### src/rtl/u8enc_pkg.sv
// Shared types, constants and encoding functions of the UTF-8 encoder.
`timescale 1ns / 1ps

package u8enc_pkg;

   localparam int CP_W          = 21;
   localparam int BYTE_W        = 8;
   localparam int LIMIT_W       = 16;
   localparam int LEN_W         = 3;
   localparam int MAX_BYTES     = 4;
   localparam int COUNT_BITS_DEF = 16;
   localparam int QUEUE_DEPTH_DEF = 2;

   localparam logic [CP_W-1:0] CP_1B_END = 21'h00_0080;
   localparam logic [CP_W-1:0] CP_2B_END = 21'h00_0800;
   localparam logic [CP_W-1:0] CP_3B_END = 21'h01_0000;
   localparam logic [CP_W-1:0] CP_MAX    = 21'h10_FFFF;

   localparam logic [BYTE_W-1:0] LEAD_2B   = 8'hC0;
   localparam logic [BYTE_W-1:0] LEAD_3B   = 8'hE0;
   localparam logic [BYTE_W-1:0] LEAD_4B   = 8'hF0;
   localparam logic [BYTE_W-1:0] CONT_MARK = 8'h80;
   localparam logic [BYTE_W-1:0] SIX_MASK  = 8'h3F;
   localparam logic [BYTE_W-1:0] TERM_BYTE = 8'h00;

   // one queued job: payload bytes in send order, payload count, terminator flag
   typedef struct packed {
      logic [MAX_BYTES-1:0][BYTE_W-1:0] bytes;
      logic [LEN_W-1:0]                 n_payload;
      logic                             eos;
   } cmd_type;

   // front status seen by the top level checks
   typedef struct packed {
      logic count_zero;
      logic truncated;
   } front_stat_type;

   // encoded length, zero when the value is beyond the code space
   function automatic logic [LEN_W-1:0] enc_len(input logic [CP_W-1:0] cp);
      logic [LEN_W-1:0] n;
      if (cp < CP_1B_END)       n = LEN_W'(1);
      else if (cp < CP_2B_END)  n = LEN_W'(2);
      else if (cp < CP_3B_END)  n = LEN_W'(3);
      else if (cp <= CP_MAX)    n = LEN_W'(4);
      else                      n = LEN_W'(0);
      return n;
   endfunction

   function automatic logic [BYTE_W-1:0] cont(input logic [5:0] six);
      return CONT_MARK | {2'b00, six};
   endfunction

   // UTF-8 bytes, element 0 goes out first; unused elements are zero
   function automatic logic [MAX_BYTES-1:0][BYTE_W-1:0] encode(input logic [CP_W-1:0] cp);
      logic [MAX_BYTES-1:0][BYTE_W-1:0] b;
      b = '0;
      if (cp < CP_1B_END) begin
         b[0] = cp[BYTE_W-1:0];
      end else if (cp < CP_2B_END) begin
         b[0] = LEAD_2B | (SIX_MASK & {3'b000, cp[10:6]});
         b[1] = cont(cp[5:0]);
      end else if (cp < CP_3B_END) begin
         b[0] = LEAD_3B | {4'h0, cp[15:12]};
         b[1] = cont(cp[11:6]);
         b[2] = cont(cp[5:0]);
      end else begin
         b[0] = LEAD_4B | {5'b00000, cp[20:18]};
         b[1] = cont(cp[17:12]);
         b[2] = cont(cp[11:6]);
         b[3] = cont(cp[5:0]);
      end
      return b;
   endfunction

endpackage

### src/rtl/u8enc_if.sv
// Handshake channel interfaces of the UTF-8 encoder.
`timescale 1ns / 1ps

interface u8enc_req_if;
   logic                         valid;
   logic                         ready;
   logic [u8enc_pkg::CP_W-1:0]   code_point;
   logic                         end_of_string;
   modport source (output valid, code_point, end_of_string, input ready);
   modport sink   (input valid, code_point, end_of_string, output ready);
endinterface

interface u8enc_rsp_if;
   logic                         valid;
   logic                         ready;
   logic [u8enc_pkg::BYTE_W-1:0] out_byte;
   logic                         is_last;
   modport source (output valid, out_byte, is_last, input ready);
   modport sink   (input valid, out_byte, is_last, output ready);
endinterface

interface u8enc_csr_if;
   logic                          valid;
   logic                          ready;
   logic [u8enc_pkg::LIMIT_W-1:0] byte_limit;
   modport source (output valid, byte_limit, input ready);
   modport sink   (input valid, byte_limit, output ready);
endinterface

### src/rtl/u8enc_front.sv
// Front end: takes code points, applies the byte limit, issues byte jobs.
`timescale 1ns / 1ps

module u8enc_front #(
   parameter int COUNT_BITS = u8enc_pkg::COUNT_BITS_DEF
) (
   input  logic                            clock,
   input  logic                            reset,
   u8enc_req_if.sink                       req,
   input  logic [u8enc_pkg::LIMIT_W-1:0]   byte_limit,
   input  logic                            q_full,
   output logic                            q_push,
   output u8enc_pkg::cmd_type              q_cmd,
   output u8enc_pkg::front_stat_type       stat
);

   localparam int SUM_W = (COUNT_BITS + 1 > u8enc_pkg::LIMIT_W + 1) ?
                          COUNT_BITS + 1 : u8enc_pkg::LIMIT_W + 1;
   localparam logic [SUM_W-1:0] COUNT_MAX = SUM_W'({COUNT_BITS{1'b1}});

   logic [COUNT_BITS-1:0]        bytes_sent_ff, bytes_sent_in;
   logic                         truncated_ff, truncated_in;
   logic [u8enc_pkg::LEN_W-1:0]  n;
   logic [SUM_W-1:0]             sum;
   logic                         accept, take, over, emit;

   always_comb begin
      n      = u8enc_pkg::enc_len(req.code_point);
      sum    = SUM_W'(bytes_sent_ff) + SUM_W'(n);
      take   = (n != '0) && !truncated_ff;
      over   = (byte_limit != '0) && (sum > SUM_W'(byte_limit));
      emit   = take && !over;
      accept = req.valid && req.ready;

      q_cmd.bytes     = u8enc_pkg::encode(req.code_point);
      q_cmd.n_payload = emit ? n : '0;
      q_cmd.eos       = req.end_of_string;
      // nothing to queue for a dropped or skipped mid-string character
      q_push          = accept && (emit || req.end_of_string);

      bytes_sent_in = bytes_sent_ff;
      truncated_in  = truncated_ff;
      if (accept) begin
         if (req.end_of_string) begin
            bytes_sent_in = '0;
            truncated_in  = 1'b0;
         end else if (take && over) begin
            truncated_in  = 1'b1;
         end else if (emit) begin
            bytes_sent_in = (sum > COUNT_MAX) ? {COUNT_BITS{1'b1}} : sum[COUNT_BITS-1:0];
         end
      end
   end

   assign req.ready       = !q_full;
   assign stat.count_zero = (bytes_sent_ff == '0);
   assign stat.truncated  = truncated_ff;

   always_ff @(posedge clock) begin
      if (reset) begin
         bytes_sent_ff <= '0;
         truncated_ff  <= 1'b0;
      end else begin
         bytes_sent_ff <= bytes_sent_in;
         truncated_ff  <= truncated_in;
      end
   end

endmodule

### src/rtl/u8enc_queue.sv
// Short job queue between front and back, flip-flop storage.
`timescale 1ns / 1ps

module u8enc_queue #(
   parameter int DEPTH = u8enc_pkg::QUEUE_DEPTH_DEF
) (
   input  logic                clock,
   input  logic                reset,
   input  logic                push,
   input  u8enc_pkg::cmd_type  push_cmd,
   input  logic                pop,
   output logic                full,
   output logic                not_empty,
   output u8enc_pkg::cmd_type  head
);

   localparam int PTR_W = (DEPTH > 1) ? $clog2(DEPTH) : 1;
   localparam int CNT_W = $clog2(DEPTH + 1);
   localparam logic [PTR_W-1:0] LAST_PTR = PTR_W'(DEPTH - 1);

   u8enc_pkg::cmd_type  mem_ff [DEPTH];
   logic [PTR_W-1:0]    wr_ptr_ff, wr_ptr_in, rd_ptr_ff, rd_ptr_in;
   logic [CNT_W-1:0]    count_ff, count_in;

   always_comb begin
      wr_ptr_in = wr_ptr_ff;
      rd_ptr_in = rd_ptr_ff;
      count_in  = count_ff;
      if (push) wr_ptr_in = (wr_ptr_ff == LAST_PTR) ? '0 : wr_ptr_ff + PTR_W'(1);
      if (pop)  rd_ptr_in = (rd_ptr_ff == LAST_PTR) ? '0 : rd_ptr_ff + PTR_W'(1);
      if (push && !pop)      count_in = count_ff + CNT_W'(1);
      else if (pop && !push) count_in = count_ff - CNT_W'(1);
   end

   assign full      = (count_ff == CNT_W'(DEPTH));
   assign not_empty = (count_ff != '0);
   assign head      = mem_ff[rd_ptr_ff];

   always_ff @(posedge clock) begin
      if (reset) begin
         wr_ptr_ff <= '0;
         rd_ptr_ff <= '0;
         count_ff  <= '0;
      end else begin
         wr_ptr_ff <= wr_ptr_in;
         rd_ptr_ff <= rd_ptr_in;
         count_ff  <= count_in;
      end
   end

   always_ff @(posedge clock) begin
      if (push) mem_ff[wr_ptr_ff] <= push_cmd;
   end

endmodule

### src/rtl/u8enc_back.sv
// Back end: serializes queued jobs into words on the result channel.
`timescale 1ns / 1ps

module u8enc_back (
   input  logic                clock,
   input  logic                reset,
   input  logic                q_not_empty,
   input  u8enc_pkg::cmd_type  q_head,
   output logic                q_pop,
   u8enc_rsp_if.source         rsp
);

   localparam int LEN_W = u8enc_pkg::LEN_W;

   logic [LEN_W-1:0]              idx_ff, idx_in, total;
   logic                          valid_ff, valid_in;
   logic [u8enc_pkg::BYTE_W-1:0]  byte_ff, byte_in;
   logic                          last_ff, last_in;
   logic                          load, in_term;

   always_comb begin
      total   = q_head.n_payload + LEN_W'(q_head.eos);
      load    = q_not_empty && (!valid_ff || rsp.ready);
      q_pop   = load && (idx_ff == total - LEN_W'(1));
      in_term = (idx_ff >= q_head.n_payload);

      idx_in = idx_ff;
      if (load) idx_in = q_pop ? '0 : idx_ff + LEN_W'(1);

      valid_in = load || (valid_ff && !rsp.ready);
      byte_in  = byte_ff;
      last_in  = last_ff;
      if (load) begin
         byte_in = in_term ? u8enc_pkg::TERM_BYTE : q_head.bytes[idx_ff[1:0]];
         last_in = in_term;
      end
   end

   assign rsp.valid    = valid_ff;
   assign rsp.out_byte = byte_ff;
   assign rsp.is_last  = last_ff;

   always_ff @(posedge clock) begin
      if (reset) begin
         idx_ff   <= '0;
         valid_ff <= 1'b0;
      end else begin
         idx_ff   <= idx_in;
         valid_ff <= valid_in;
      end
      byte_ff <= byte_in;
      last_ff <= last_in;
   end

endmodule

### src/rtl/utf8_encoder_with_byte_limit_unit.sv
// Top level of the UTF-8 encoder with per-string byte limit.
`timescale 1ns / 1ps

// Takes one code point word per cycle on req_chan while the job queue has
// room and sends UTF-8 bytes, one word per cycle while the sink is ready,
// on rsp_chan. A character costs one output word per byte (1 to 4), plus
// the zero terminator word (is_last set) after the final character of a
// string; the byte-wide result port sets the sustained rate. Characters
// dropped by the limit or above 0x10FFFF are taken on the input and give no
// payload byte. The front end accepts a word whenever the job queue
// (QUEUE_DEPTH entries) has room, so input keeps flowing while the back end
// drains a multi-byte character or waits on a stalled sink. With the pipeline
// empty, a word's first byte passes the job queue, then the output register.
// byte_limit is written through csr_chan (always ready) and caps payload
// bytes per string, zero meaning no limit; write it only while the block is
// idle. Reset is synchronous and clears the limit, the count and the queue.

module utf8_encoder_with_byte_limit_unit #(
   parameter int COUNT_BITS  = u8enc_pkg::COUNT_BITS_DEF,
   parameter int QUEUE_DEPTH = u8enc_pkg::QUEUE_DEPTH_DEF
) (
   input  logic          clock,
   input  logic          reset,
   u8enc_req_if.sink     req_chan,
   u8enc_rsp_if.source   rsp_chan,
   u8enc_csr_if.sink     csr_chan
);

   logic [u8enc_pkg::LIMIT_W-1:0]  byte_limit_ff, byte_limit_in;
   logic                           q_full, q_push, q_pop, q_not_empty;
   u8enc_pkg::cmd_type             q_cmd, q_head;
   u8enc_pkg::front_stat_type      front_stat;

   // config register, write always accepted
   assign csr_chan.ready = 1'b1;
   assign byte_limit_in  = csr_chan.valid ? csr_chan.byte_limit : byte_limit_ff;

   always_ff @(posedge clock) begin
      if (reset) byte_limit_ff <= '0;
      else       byte_limit_ff <= byte_limit_in;
   end

   // front: length, limit check, count update
   u8enc_front #(.COUNT_BITS(COUNT_BITS)) u_front (
      .clock      (clock),
      .reset      (reset),
      .req        (req_chan),
      .byte_limit (byte_limit_ff),
      .q_full     (q_full),
      .q_push     (q_push),
      .q_cmd      (q_cmd),
      .stat       (front_stat)
   );

   // decouples input acceptance from byte serialization
   u8enc_queue #(.DEPTH(QUEUE_DEPTH)) u_queue (
      .clock     (clock),
      .reset     (reset),
      .push      (q_push),
      .push_cmd  (q_cmd),
      .pop       (q_pop),
      .full      (q_full),
      .not_empty (q_not_empty),
      .head      (q_head)
   );

   // back: one byte per word into the output register
   u8enc_back u_back (
      .clock       (clock),
      .reset       (reset),
      .q_not_empty (q_not_empty),
      .q_head      (q_head),
      .q_pop       (q_pop),
      .rsp         (rsp_chan)
   );

   // end of string clears the running count and the cut flag
   a_eos_clears: assert property (@(posedge clock) disable iff (reset)
      (req_chan.valid && req_chan.ready && req_chan.end_of_string) |=>
         (front_stat.count_zero && !front_stat.truncated))
      else $error("count not cleared after end of string");

   // the queue never takes a job while full
   a_no_overflow: assert property (@(posedge clock) disable iff (reset)
      q_push |-> !q_full)
      else $error("job pushed into full queue");

   // the closing word is always the zero terminator
   a_term_zero: assert property (@(posedge clock) disable iff (reset)
      (rsp_chan.valid && rsp_chan.is_last) |-> (rsp_chan.out_byte == u8enc_pkg::TERM_BYTE))
      else $error("terminator word not zero");

   // nothing leaves the block right after reset
   a_reset_quiet: assert property (@(posedge clock)
      $past(reset) |-> !rsp_chan.valid)
      else $error("result valid after reset");

endmodule
### src/flat_wrapper.sv
// flat-port wrapper written by rule: the top's interface ports become plain ports
module utf8_encoder_with_byte_limit_unit_flat 
#(
   parameter int COUNT_BITS  = u8enc_pkg::COUNT_BITS_DEF,
   parameter int QUEUE_DEPTH = u8enc_pkg::QUEUE_DEPTH_DEF
)
  (clock, reset, req_chan_valid, req_chan_code_point, req_chan_end_of_string, req_chan_ready, rsp_chan_valid, rsp_chan_out_byte, rsp_chan_is_last, rsp_chan_ready, csr_chan_valid, csr_chan_byte_limit, csr_chan_ready);
  u8enc_req_if req_chan_i ();
  u8enc_rsp_if rsp_chan_i ();
  u8enc_csr_if csr_chan_i ();
  input  logic clock;
  input  logic reset;
  input wire logic [$bits(req_chan_i.valid)-1:0] req_chan_valid;
  input wire logic [$bits(req_chan_i.code_point)-1:0] req_chan_code_point;
  input wire logic [$bits(req_chan_i.end_of_string)-1:0] req_chan_end_of_string;
  output wire logic [$bits(req_chan_i.ready)-1:0] req_chan_ready;
  output wire logic [$bits(rsp_chan_i.valid)-1:0] rsp_chan_valid;
  output wire logic [$bits(rsp_chan_i.out_byte)-1:0] rsp_chan_out_byte;
  output wire logic [$bits(rsp_chan_i.is_last)-1:0] rsp_chan_is_last;
  input wire logic [$bits(rsp_chan_i.ready)-1:0] rsp_chan_ready;
  input wire logic [$bits(csr_chan_i.valid)-1:0] csr_chan_valid;
  input wire logic [$bits(csr_chan_i.byte_limit)-1:0] csr_chan_byte_limit;
  output wire logic [$bits(csr_chan_i.ready)-1:0] csr_chan_ready;
  assign req_chan_i.valid = req_chan_valid;
  assign req_chan_i.code_point = req_chan_code_point;
  assign req_chan_i.end_of_string = req_chan_end_of_string;
  assign req_chan_ready = req_chan_i.ready;
  assign rsp_chan_valid = rsp_chan_i.valid;
  assign rsp_chan_out_byte = rsp_chan_i.out_byte;
  assign rsp_chan_is_last = rsp_chan_i.is_last;
  assign rsp_chan_i.ready = rsp_chan_ready;
  assign csr_chan_i.valid = csr_chan_valid;
  assign csr_chan_i.byte_limit = csr_chan_byte_limit;
  assign csr_chan_ready = csr_chan_i.ready;
  utf8_encoder_with_byte_limit_unit #(.COUNT_BITS(COUNT_BITS), .QUEUE_DEPTH(QUEUE_DEPTH)) u_core (.clock(clock), .reset(reset), .req_chan(req_chan_i), .rsp_chan(rsp_chan_i), .csr_chan(csr_chan_i));
endmodule
### config.mk
export PLATFORM = sky130hd
export DESIGN_NAME = utf8_encoder_with_byte_limit_unit_flat
export DESIGN_NICKNAME = d
export VERILOG_FILES = /design/src/rtl/u8enc_pkg.sv /design/src/rtl/u8enc_if.sv /design/src/rtl/u8enc_front.sv /design/src/rtl/u8enc_queue.sv /design/src/rtl/u8enc_back.sv /design/src/rtl/utf8_encoder_with_byte_limit_unit.sv /design/src/flat_wrapper.sv
export SDC_FILE = /design/constraint.sdc
export NUM_CORES = 1
export LEC_CHECK = 0
export ABC_AREA = 1
export BUFFER_PORTS_ARGS = -buffer_cell sky130_fd_sc_hd__buf_4
export CAP_MARGIN = 10
export CORE_MARGIN = 8
export CORE_UTILIZATION = 40
export CTS_CLUSTER_DIAMETER = 80
export DETAILED_ROUTE_END_ITERATION = 16
export PLACE_DENSITY_LB_ADDON = 0.05
export SYNTH_ARGS = -nofsm -noshare
export SYNTH_HDL_FRONTEND = slang
export SYNTH_HIERARCHICAL = 1
export SYNTH_SLANG_ARGS = --single-unit
### constraint.sdc
create_clock -name clock -period 9.7 [get_ports clock]
set_clock_uncertainty 0.15 [all_clocks]
set_input_delay 2.91 -clock clock [delete_from_list [all_inputs] [get_ports clock]]
set_output_delay 2.91 -clock clock [all_outputs]
set_load 0.01 [all_outputs]
==> impl_metrics.csv, run 1 <==
group,metric,value,unit
outcome,status,"finished, final reports clean",
timing,tightest_slew,1.04,ns
die,io_pins,55,
route,wl_per_cell,16.1,µm
flow_run,maxCapViolations,0,
clocking,cts_tree,"done",
clocking,cts-root-buf,"clkbuf_16",
yosys,syn_inst,755,
grt,grt_use_total,15.8,%
grt,grtUsageMet2,28.4,%
yosys,synth_warnings,6,
worst_hold_path,hp-class,"reg -> reg",
route,ant_nets,0,
setup_path,critical_path.max_fanout,34,
setup_path,slowest_stage,"or4_1",
grt,top_usage_layer,"met2",
clocking,cts_max_path_buffers,2,
die,placementRows,48,
route,firstDrtPassIters,5,
grt,antenna_found_initial,0,
cells_and_area,fillers,1678,
placed_design,dp_hpwl,12000,µm
setup_path,r2r_end,"u_core/u_queue/mem_ff[1][8]",
timing,fmax,0.118,GHz
power_and_ir_drop,p_sw_share,30.2,%
setup_path,reg2reg_depth,27,
die,core_area,0.0172,mm²
cells_and_area,final_util,46.9,%
grt,grt_max_degree,37,
route,drtIter0Drc,312,
route,drc,0,
timing,setup_viol,0,
timing,finalMaxSlewViolations,0,
placed_design,portBuffers,53,
power_and_ir_drop,pwr-share-comb,24.6,%
clocking,path_clk_slew,0.06,ns
setup_path,crit_top_cell,"nand2_1",
cells_and_area,area_delta_synth_final,15.8,%
setup_path,max_stage_delay,0.54,ns
timing,hold_viol_final,0,
grt,grtUsageMet3,3.45,%
power_and_ir_drop,p_leak,3.53,nW
clocking,clk_latency,0.42,ns
route,drt_wl_total,16800,µm
yosys,synthesis.area,0.00696,mm²
timing,relSlewSlack,30.8,%
timing,tns,0,ns
yosys,syn_avg_cell_area,9.22,µm²
power_and_ir_drop,p_sw,550,µW
cells_and_area,final-seq-area,0.00327,mm²
route,num_vias,5185,
power_and_ir_drop,vdd_ir_drop_max,0.000122,V
setup_path,endpoint,"u_core/u_queue/mem_ff[1][8]",
timing,rsz0062_at_grt,"no",
route,avgViaCountPerCell,4.96,
power_and_ir_drop,p_seq_share,38.7,%
clocking,clock_sinks,123,
cells_and_area,multi_input_area,0.00301,mm²
clocking,numCtsBuffers,17,
grt,grt_pass1_vias,5140,
die,die_width,148,µm
clocking,ctsResizeCount,0,
setup_path,crit_path_end_kind,"flip-flop",
clocking,cts_hold_buf,0,
setup_path,crit_type,"in -> reg",
cells_and_area,final_nets,876,
grt,use_met1,18.5,%
grt,grt_pass1_wl,27000,µm
clocking,post_cts_buffers,0,
setup_path,reg2reg_from,"u_core/u_front/bytes_sent_ff[0]",
timing,post-route-period-util,87.6,%
power_and_ir_drop,power-per-cell-area,226,mW/mm²
die,die_h,148,µm
setup_path,r2r_setup_slack,5.29,ns
setup_path,cp-start-kind,"input pin",
clocking,h-tree-depth,4,
die,start_util,40.5,%
placed_design,routabilityCongestion,0.836,
setup_path,required,9.60,ns
setup_path,startpoint,"req_chan_code_point[16]",
die,dieArea,0.0219,mm²
grt,grt.overflow.total,0,
timing,min_period,8.50,ns
cells_and_area,num_antenna_cells,0,
cells_and_area,layout-drive-gt1-share,21.2,%
setup_path,cp_data_arrival_time,8.40,ns
power_and_ir_drop,p_int,1.27,mW
power_and_ir_drop,power.share.clock,36.7,%
## sequential cells by signal, indices dropped and copies added (netlist names), named ones only
register and count:
u_core/u_queue/count_ff 2, u_core/u_queue/mem_ff 72, u_core/u_queue/wr_ptr_ff 1, u_core/u_front/truncated_ff 1, u_core/u_back/idx_ff 3, u_core/u_back/rsp.valid 1
u_core/u_back/rsp.is_last 1, u_core/u_back/rsp.out_byte 8, u_core/u_front/bytes_sent_ff 16, u_core/u_queue/rd_ptr_ff 1, u_core/byte_limit_ff 16
## through the flow
stage          hold slack (ns)  worst slack (ns)  power (mW)  std cells  cell area (µm²)
2_1_floorplan            0.301             0.781        1.04        757             6970
3_3_place_gp             0.317             0.963        1.16       1013             7430
3_5_place_dp             0.322             0.770        1.17       1013             7430
4_1_cts                  0.329              1.20        1.84       1045             8060
5_1_grt                  0.355             0.698        1.91       1045             8060
6_report                 0.328              1.20        1.82       1045             8060
## layout by cell type (no fill, tap or decap), types with 2 or more instances in the layout
master / count
nand2_1: 148
inv_1: 109
nor2_1: 85
edfxtp_1: 81
buf_4: 57
dfxtp_1: 41
a21oi_1: 34
mux2_4: 30
nand3_1: 28
ha_1: 25
nand4_1: 24
o21ai_0: 22
clkbuf_16: 17
nand3_2: 9
a21oi_2: 9
o21ai_1: 8
nor3_1: 7
nand2_2: 6
nor4_1: 6
mux2_2: 6
inv_2: 5
nand2_4: 5
bufinv_16: 4
clkinv_4: 4
nor2_2: 4
conb_1: 4
xor2_1: 4
clkinvlp_4: 3
nor2_4: 3
o22ai_1: 3
a31oi_1: 3
clkinv_2: 2
nand2_8: 2
o221ai_1: 2
## worst min-delay path by stage
| stage | from | slack, ns | cells past startpoint | end |
|---|---|---|---|---|
| floorplan | u_core/u_front/bytes_sent_ff[2] | 0.30 | 2 | u_core/u_front/bytes_sent_ff[2] |
| global placement | u_core/u_front/bytes_sent_ff[2] | 0.32 | 2 | u_core/u_front/bytes_sent_ff[2] |
| detailed placement | u_core/u_front/bytes_sent_ff[2] | 0.32 | 2 | u_core/u_front/bytes_sent_ff[2] |
| CTS | u_core/u_front/bytes_sent_ff[2] | 0.33 | 2 | u_core/u_front/bytes_sent_ff[2] |
| global route | u_core/u_front/bytes_sent_ff[2] | 0.35 | 2 | u_core/u_front/bytes_sent_ff[2] |
| finish | u_core/u_front/bytes_sent_ff[2] | 0.33 | 2 | u_core/u_front/bytes_sent_ff[2] |
## critical path: cells and delay by family
family	cells	cell delay, ns
adders and majority gates	3	0.93
and+or+nand+nor	23	2.92
AOI/OAI and AO/OA	2	0.27
buffers and inverters	7	1.30
## power by group through the flow
stage | Sequential, mW | Combinational, mW | Clock [mW]
detailed placement | 0.715 | 0.452 | 0
CTS | 0.704 | 0.454 | 0.679
global placement | 0.712 | 0.449 | 0
floorplan | 0.698 | 0.341 | 0
global route | 0.711 | 0.496 | 0.701
finish | 0.703 | 0.447 | 0.668
## routing by layer
layer  routed length (µm)  vias up  share of wire [%]
li1                     -     2614                  -
met1                 7360     2461                 44
met2                 8610       97                 51
met3                  705       13                4.2
met4                  148        0               0.88
met5                    0        -                  0
## area by class of cell
class	count	share of cell area [%]
tap	225	3.49
multi-input combinational	492	37.4
inverter	116	5.43
clock inverter	14	2.44
timing repair buffer	57	5.31
sequential	123	40.6
clock buffer	18	5.33
Power figures use the tool's default switching activity.
==> run 2: changes to the inputs <==
ABC_AREA = default   (was 1)
CELL_PAD_IN_SITES_DETAIL_PLACEMENT = 1   (was default)
CELL_PAD_IN_SITES_GLOBAL_PLACEMENT = 1   (was default)
==> run 2 against run 1 <==
Sequential power shrank 0.6%. Die area down 6.5%. Flip-flop and latch count did not move. Global-route usage increased by 0.36 points. Clock power decreased by 7.6%. Critical endpoint is now u_core/u_queue/mem_ff[0][19]. Critical path depth is 11 lower. Largest cell class unchanged. Sequential share of layout area up 2.8 points.
==> impl_metrics.csv, run 2 <==
group,metric,value,unit
setup_path,critical_path.max_fanout,36,
outcome,status,"finished, final reports clean",
die,placementRows,46,
route,ant_nets,0,
cells_and_area,most-common-layout-cells,"edfxtp_1, buf_4, nor2_1, dfxtp_1, mux2_2",
clocking,path_clk_slew,0.05,ns
placed_design,routabilityCongestion,0.786,
grt,antenna_found_initial,0,
timing,tns,0,ns
timing,post-route-period-util,90.1,%
cells_and_area,final_nets,666,
cells_and_area,num_antenna_cells,0,
cells_and_area,layout-drive-gt1-share,25.4,%
route,drc,0,
flow_run,maxCapViolations,0,
power_and_ir_drop,p_seq_share,41.2,%
timing,min_period,8.74,ns
die,dieArea,0.0204,mm²
die,start_util,40.8,%
cells_and_area,fillers,1682,
clocking,post_cts_buffers,0,
setup_path,cp-start-kind,"input pin",
grt,grt.overflow.total,0,
yosys,syn_avg_cell_area,11.9,µm²
yosys,synth_warnings,6,
route,firstDrtPassIters,6,
power_and_ir_drop,vdd_ir_drop_max,0.000104,V
grt,grt_pass1_wl,25200,µm
setup_path,crit_type,"in -> reg",
cells_and_area,largest_register_ff_count,72,
grt,grt_max_degree,37,
clocking,cts_hold_buf,0,
timing,setup_viol,0,
timing,finalMaxSlewViolations,0,
cells_and_area,area_delta_synth_final,16.8,%
power_and_ir_drop,p_int,1.24,mW
clocking,cts-root-buf,"clkbuf_16",
timing,tightest_slew,0.995,ns
route,wl_per_cell,18.6,µm
yosys,synthesis.area,0.00645,mm²
clocking,numCtsBuffers,17,
cells_and_area,final_util,47.6,%
power_and_ir_drop,power.share.clock,36.3,%
placed_design,dp_hpwl,11200,µm
power_and_ir_drop,p_leak,2.80,nW
power_and_ir_drop,p_sw,454,µW
cells_and_area,max_flop_register,"u_core/u_queue/mem_ff",
route,num_vias,4347,
clocking,cts_tree,"done",
power_and_ir_drop,power-per-cell-area,225,mW/mm²
setup_path,crit_path_end_kind,"flip-flop",
placed_design,portBuffers,53,
route,avgViaCountPerCell,5.26,
yosys,syn_inst,543,
power_and_ir_drop,pwr-share-comb,22.5,%
timing,rsz0062_at_grt,"no",
die,io_pins,55,
die,die_h,143,µm
cells_and_area,top_regs,"u_core/u_queue/mem_ff (72), u_core/byte_limit_ff (16), u_core/u_front/bytes_sent_ff (16)",
worst_hold_path,hp-class,"reg -> reg",
die,die_width,143,µm
setup_path,required,9.59,ns
clocking,clock_sinks,123,
route,drt_wl_total,15400,µm
timing,fmax,0.114,GHz
clocking,clk_latency,0.41,ns
timing,relSlewSlack,33.3,%
clocking,cts_max_path_buffers,2,
cells_and_area,final-seq-area,0.00327,mm²
clocking,ctsResizeCount,0,
timing,hold_viol_final,0,
route,drtIter0Drc,260,
grt,grt_pass1_vias,4811,
power_and_ir_drop,p_sw_share,26.8,%
clocking,h-tree-depth,4,
setup_path,cp_data_arrival_time,8.63,ns
die,core_area,0.0158,mm²
cells_and_area,multi_input_area,0.00284,mm²
cells_and_area,final_common_cell,"edfxtp_1",
grt,grt_use_total,16.1,%
## run 2: layout make-up
cell class	count	area share, %
Inverter	35	1.74
Timing Repair Buffer	58	5.78
Multi-Input combinational cell	362	37.7
Tap cell	216	3.59
Clock inverter	7	1.18
Sequential cell	123	43.4
Clock buffer	25	6.57
## run 2: worst paths after layout
kind,from,endpoint,slack (ns),cells after the start
worst max-delay path,req_chan_code_point[13],u_core/u_queue/mem_ff[0][19],0.96,24
worst min-delay path,u_core/u_front/bytes_sent_ff[6],u_core/u_front/bytes_sent_ff[6],0.33,2
worst max register to register,u_core/u_front/bytes_sent_ff[1],u_core/u_queue/mem_ff[0][19],5.07,15
worst min register to register,u_core/u_front/bytes_sent_ff[6],u_core/u_front/bytes_sent_ff[6],0.33,2
## run 2: metal layers
metal / wire (µm) / track usage, % / vias to the layer above
met5: 0 / 0 / -
met4: 230 / 6.15 / 0
met3: 521 / 3.61 / 17
met2: 8400 / 29.7 / 68
met1: 6210 / 17.7 / 2173
li1: - / - / 2089
## run 2: worst max-delay path: stages
cell and delay [ns]:
buf_4 0.12, nor4_1 0.27, nor3b_1 0.51, nor2b_1 0.21, buf_4 0.18, inv_1 0.12, nor3_2 0.19, buf_4 0.24
nor2_1 0.11, ha_1 0.32, a21o_1 0.16, maj3_2 0.40, nor2b_1 0.19, nor3b_1 0.14, or2_2 0.31, ha_1 0.21
a2111oi_0 0.38, o21ai_0 0.20, nor3_1 0.33, o221a_4 0.29, nor2_1 0.06, nand2_1 0.14, nor2b_2 0.15, buf_4 0.44
## run 2: stage by stage
stage | hold WS [ns] | worst slack [ns] | instances | instance area, µm² | total power [mW]
finish | 0.327 | 0.956 | 826 | 7540 | 1.70
detailed placement | 0.321 | 0.550 | 794 | 6950 | 1.10
global placement | 0.312 | 0.730 | 794 | 6950 | 1.09
floorplan | 0.290 | 0.306 | 545 | 6460 | 0.980
CTS | 0.329 | 0.954 | 826 | 7540 | 1.73
global route | 0.347 | 0.521 | 826 | 7540 | 1.79
## run 2: power groups by stage
stage	registers, mW	clock network (mW)	logic [mW]
CTS	0.702	0.634	0.391
global placement	0.708	0	0.383
global route	0.710	0.655	0.421
finish	0.699	0.617	0.382
floorplan	0.699	0	0.281
detailed placement	0.712	0	0.389
==> run 3: changes to the inputs <==
ABC_AREA = 1   (was default)
CORE_UTILIZATION = 35   (was 40)
==> run 3 against run 2 <==
Sequential share of layout area fell by 3.0 points. Largest power group unchanged. First-iteration DRC count fell by 18%. Via count rose by 22%. Setup slack improved by 0.34 ns. Final area rose by 7.3%. Non-clock buffer count did not move. Flip-flop and latch count did not move. Utilization fell by 6.1 points.
==> impl_metrics.csv, run 3 (synthesis results as in run 1) <==
group,metric,value,unit
grt,grt_use_total,15.6,%
power_and_ir_drop,p_int,1.24,mW
cells_and_area,layout-drive-gt1-share,21.3,%
timing,min_period,8.40,ns
cells_and_area,top_regs,"u_core/u_queue/mem_ff (72), u_core/byte_limit_ff (16), u_core/u_front/bytes_sent_ff (16)",
clocking,h-tree-depth,4,
clocking,clk_latency,0.42,ns
power_and_ir_drop,vdd_ir_drop_max,0.000127,V
cells_and_area,fillers,2287,
cells_and_area,final_nets,877,
timing,finalMaxSlewViolations,0,
power_and_ir_drop,p_sw_share,30.7,%
cells_and_area,area_delta_synth_final,16.2,%
clocking,cts_hold_buf,0,
die,die_h,157,µm
clocking,cts-root-buf,"clkbuf_16",
timing,hold_viol_final,0,
route,drc,0,
power_and_ir_drop,p_leak,3.54,nW
cells_and_area,final_util,41.6,%
cells_and_area,max_flop_register,"u_core/u_queue/mem_ff",
die,die_width,157,µm
setup_path,critical_path.max_fanout,36,
power_and_ir_drop,p_seq_share,38.2,%
die,core_area,0.0195,mm²
grt,grt_max_degree,37,
power_and_ir_drop,p_sw,551,µW
clocking,cts_max_path_buffers,2,
route,drtIter0Drc,214,
grt,antenna_found_initial,0,
route,wl_per_cell,16.9,µm
route,num_vias,5291,
setup_path,cp-start-kind,"input pin",
die,io_pins,55,
timing,relSlewSlack,29.3,%
timing,whs,0.331,ns
timing,fmax,0.119,GHz
timing,rsz0062_at_grt,"no",
grt,grt_pass1_wl,29600,µm
route,firstDrtPassIters,4,
grt,grt.overflow.total,0,
cells_and_area,most-common-layout-cells,"nand2_1, inv_1, nor2_1, edfxtp_1, buf_4",
timing,post-route-period-util,86.6,%
setup_path,required,9.61,ns
placed_design,place_area,0.00749,mm²
setup_path,crit_type,"in -> reg",
cells_and_area,finalInstanceArea,0.00809,mm²
worst_hold_path,hp-class,"reg -> reg",
clocking,post_cts_buffers,0,
timing,tns,0,ns
cells_and_area,largest_register_ff_count,72,
setup_path,cp_data_arrival_time,8.31,ns
timing,tightest_slew,1.06,ns
clocking,numCtsBuffers,17,
timing,setup_viol,0,
cells_and_area,num_antenna_cells,0,
flow_run,maxCapViolations,0,
die,placementRows,51,
route,drt_wl_total,18400,µm
power_and_ir_drop,pwr-share-comb,25.8,%
placed_design,portBuffers,53,
placed_design,dp_hpwl,13600,µm
clocking,ctsResizeCount,0,
die,start_util,35.8,%
clocking,path_clk_slew,0.06,ns
setup_path,slowest_stage,"or4_1",
clocking,cts_tree,"done",
cells_and_area,final_common_cell,"nand2_1",
power_and_ir_drop,power-per-cell-area,222,mW/mm²
route,avgViaCountPerCell,4.87,
placed_design,routabilityCongestion,0.894,
setup_path,crit_path_end_kind,"flip-flop",
setup_path,crit_top_cell,"nand2_1",
grt,grt_pass1_vias,5683,
power_and_ir_drop,power.share.clock,36.1,%
die,dieArea,0.0247,mm²
setup_path,max_stage_delay,0.53,ns
outcome,status,"finished, final reports clean",
clocking,clock_sinks,123,
route,ant_nets,0,
## run 3: stage by stage
step                std cells  total power, mW  setup slack [ns]
finish                   1086             1.80              1.30
global route             1086             1.90             0.803
CTS                      1086             1.83              1.30
detailed placement       1054             1.17             0.875
global placement         1054             1.16             0.988
floorplan                 757             1.04             0.781
## run 3: area by class of cell
type | count | area, µm² | area share (%)
multi-input cells | 492 | 3010 | 37.2
flip-flops and latches | 123 | 3270 | 40.5
clock buffers | 18 | 429 | 5.31
clock inverters | 14 | 170 | 2.10
repair buffers | 58 | 435 | 5.38
inverters | 116 | 438 | 5.41
well taps | 265 | 332 | 4.10
## run 3: metal layers
layer  global-route usage [%]  wire [µm]  vias to the layer above
met4                     6.53        441                        0
met3                     2.85        602                       29
met1                     17.1       7600                     2569
met5                        0          0                        -
li1                         -          -                     2609
met2                     29.1       9740                       84
## run 3: worst paths after layout
check,start,to,slack (ns),cells past startpoint
setup / recovery,req_chan_code_point[16],u_core/u_queue/mem_ff[0][6],1.30,35
hold / removal,u_core/u_front/bytes_sent_ff[2],u_core/u_front/bytes_sent_ff[2],0.33,2
setup reg to reg,u_core/u_front/bytes_sent_ff[0],u_core/u_queue/mem_ff[0][6],5.29,27
hold reg to reg,u_core/u_front/bytes_sent_ff[2],u_core/u_front/bytes_sent_ff[2],0.33,2
## run 3: power groups by stage
stage               sequential [mW]  combinational, mW  clock, mW
finish                        0.685              0.463      0.648
detailed placement            0.698              0.474          0
global placement              0.696              0.464          0
CTS                           0.688              0.476      0.666
floorplan                     0.698              0.341          0
global route                  0.695              0.516      0.687
## run 3: worst max-delay path, delay by kind of cell
| kind | cells | cell delay, ns |
|---|---|---|
| compound gates | 2 | 0.26 |
| simple gates | 23 | 2.91 |
| fa+ha+maj | 3 | 0.95 |
| buf+inv | 7 | 1.26 |
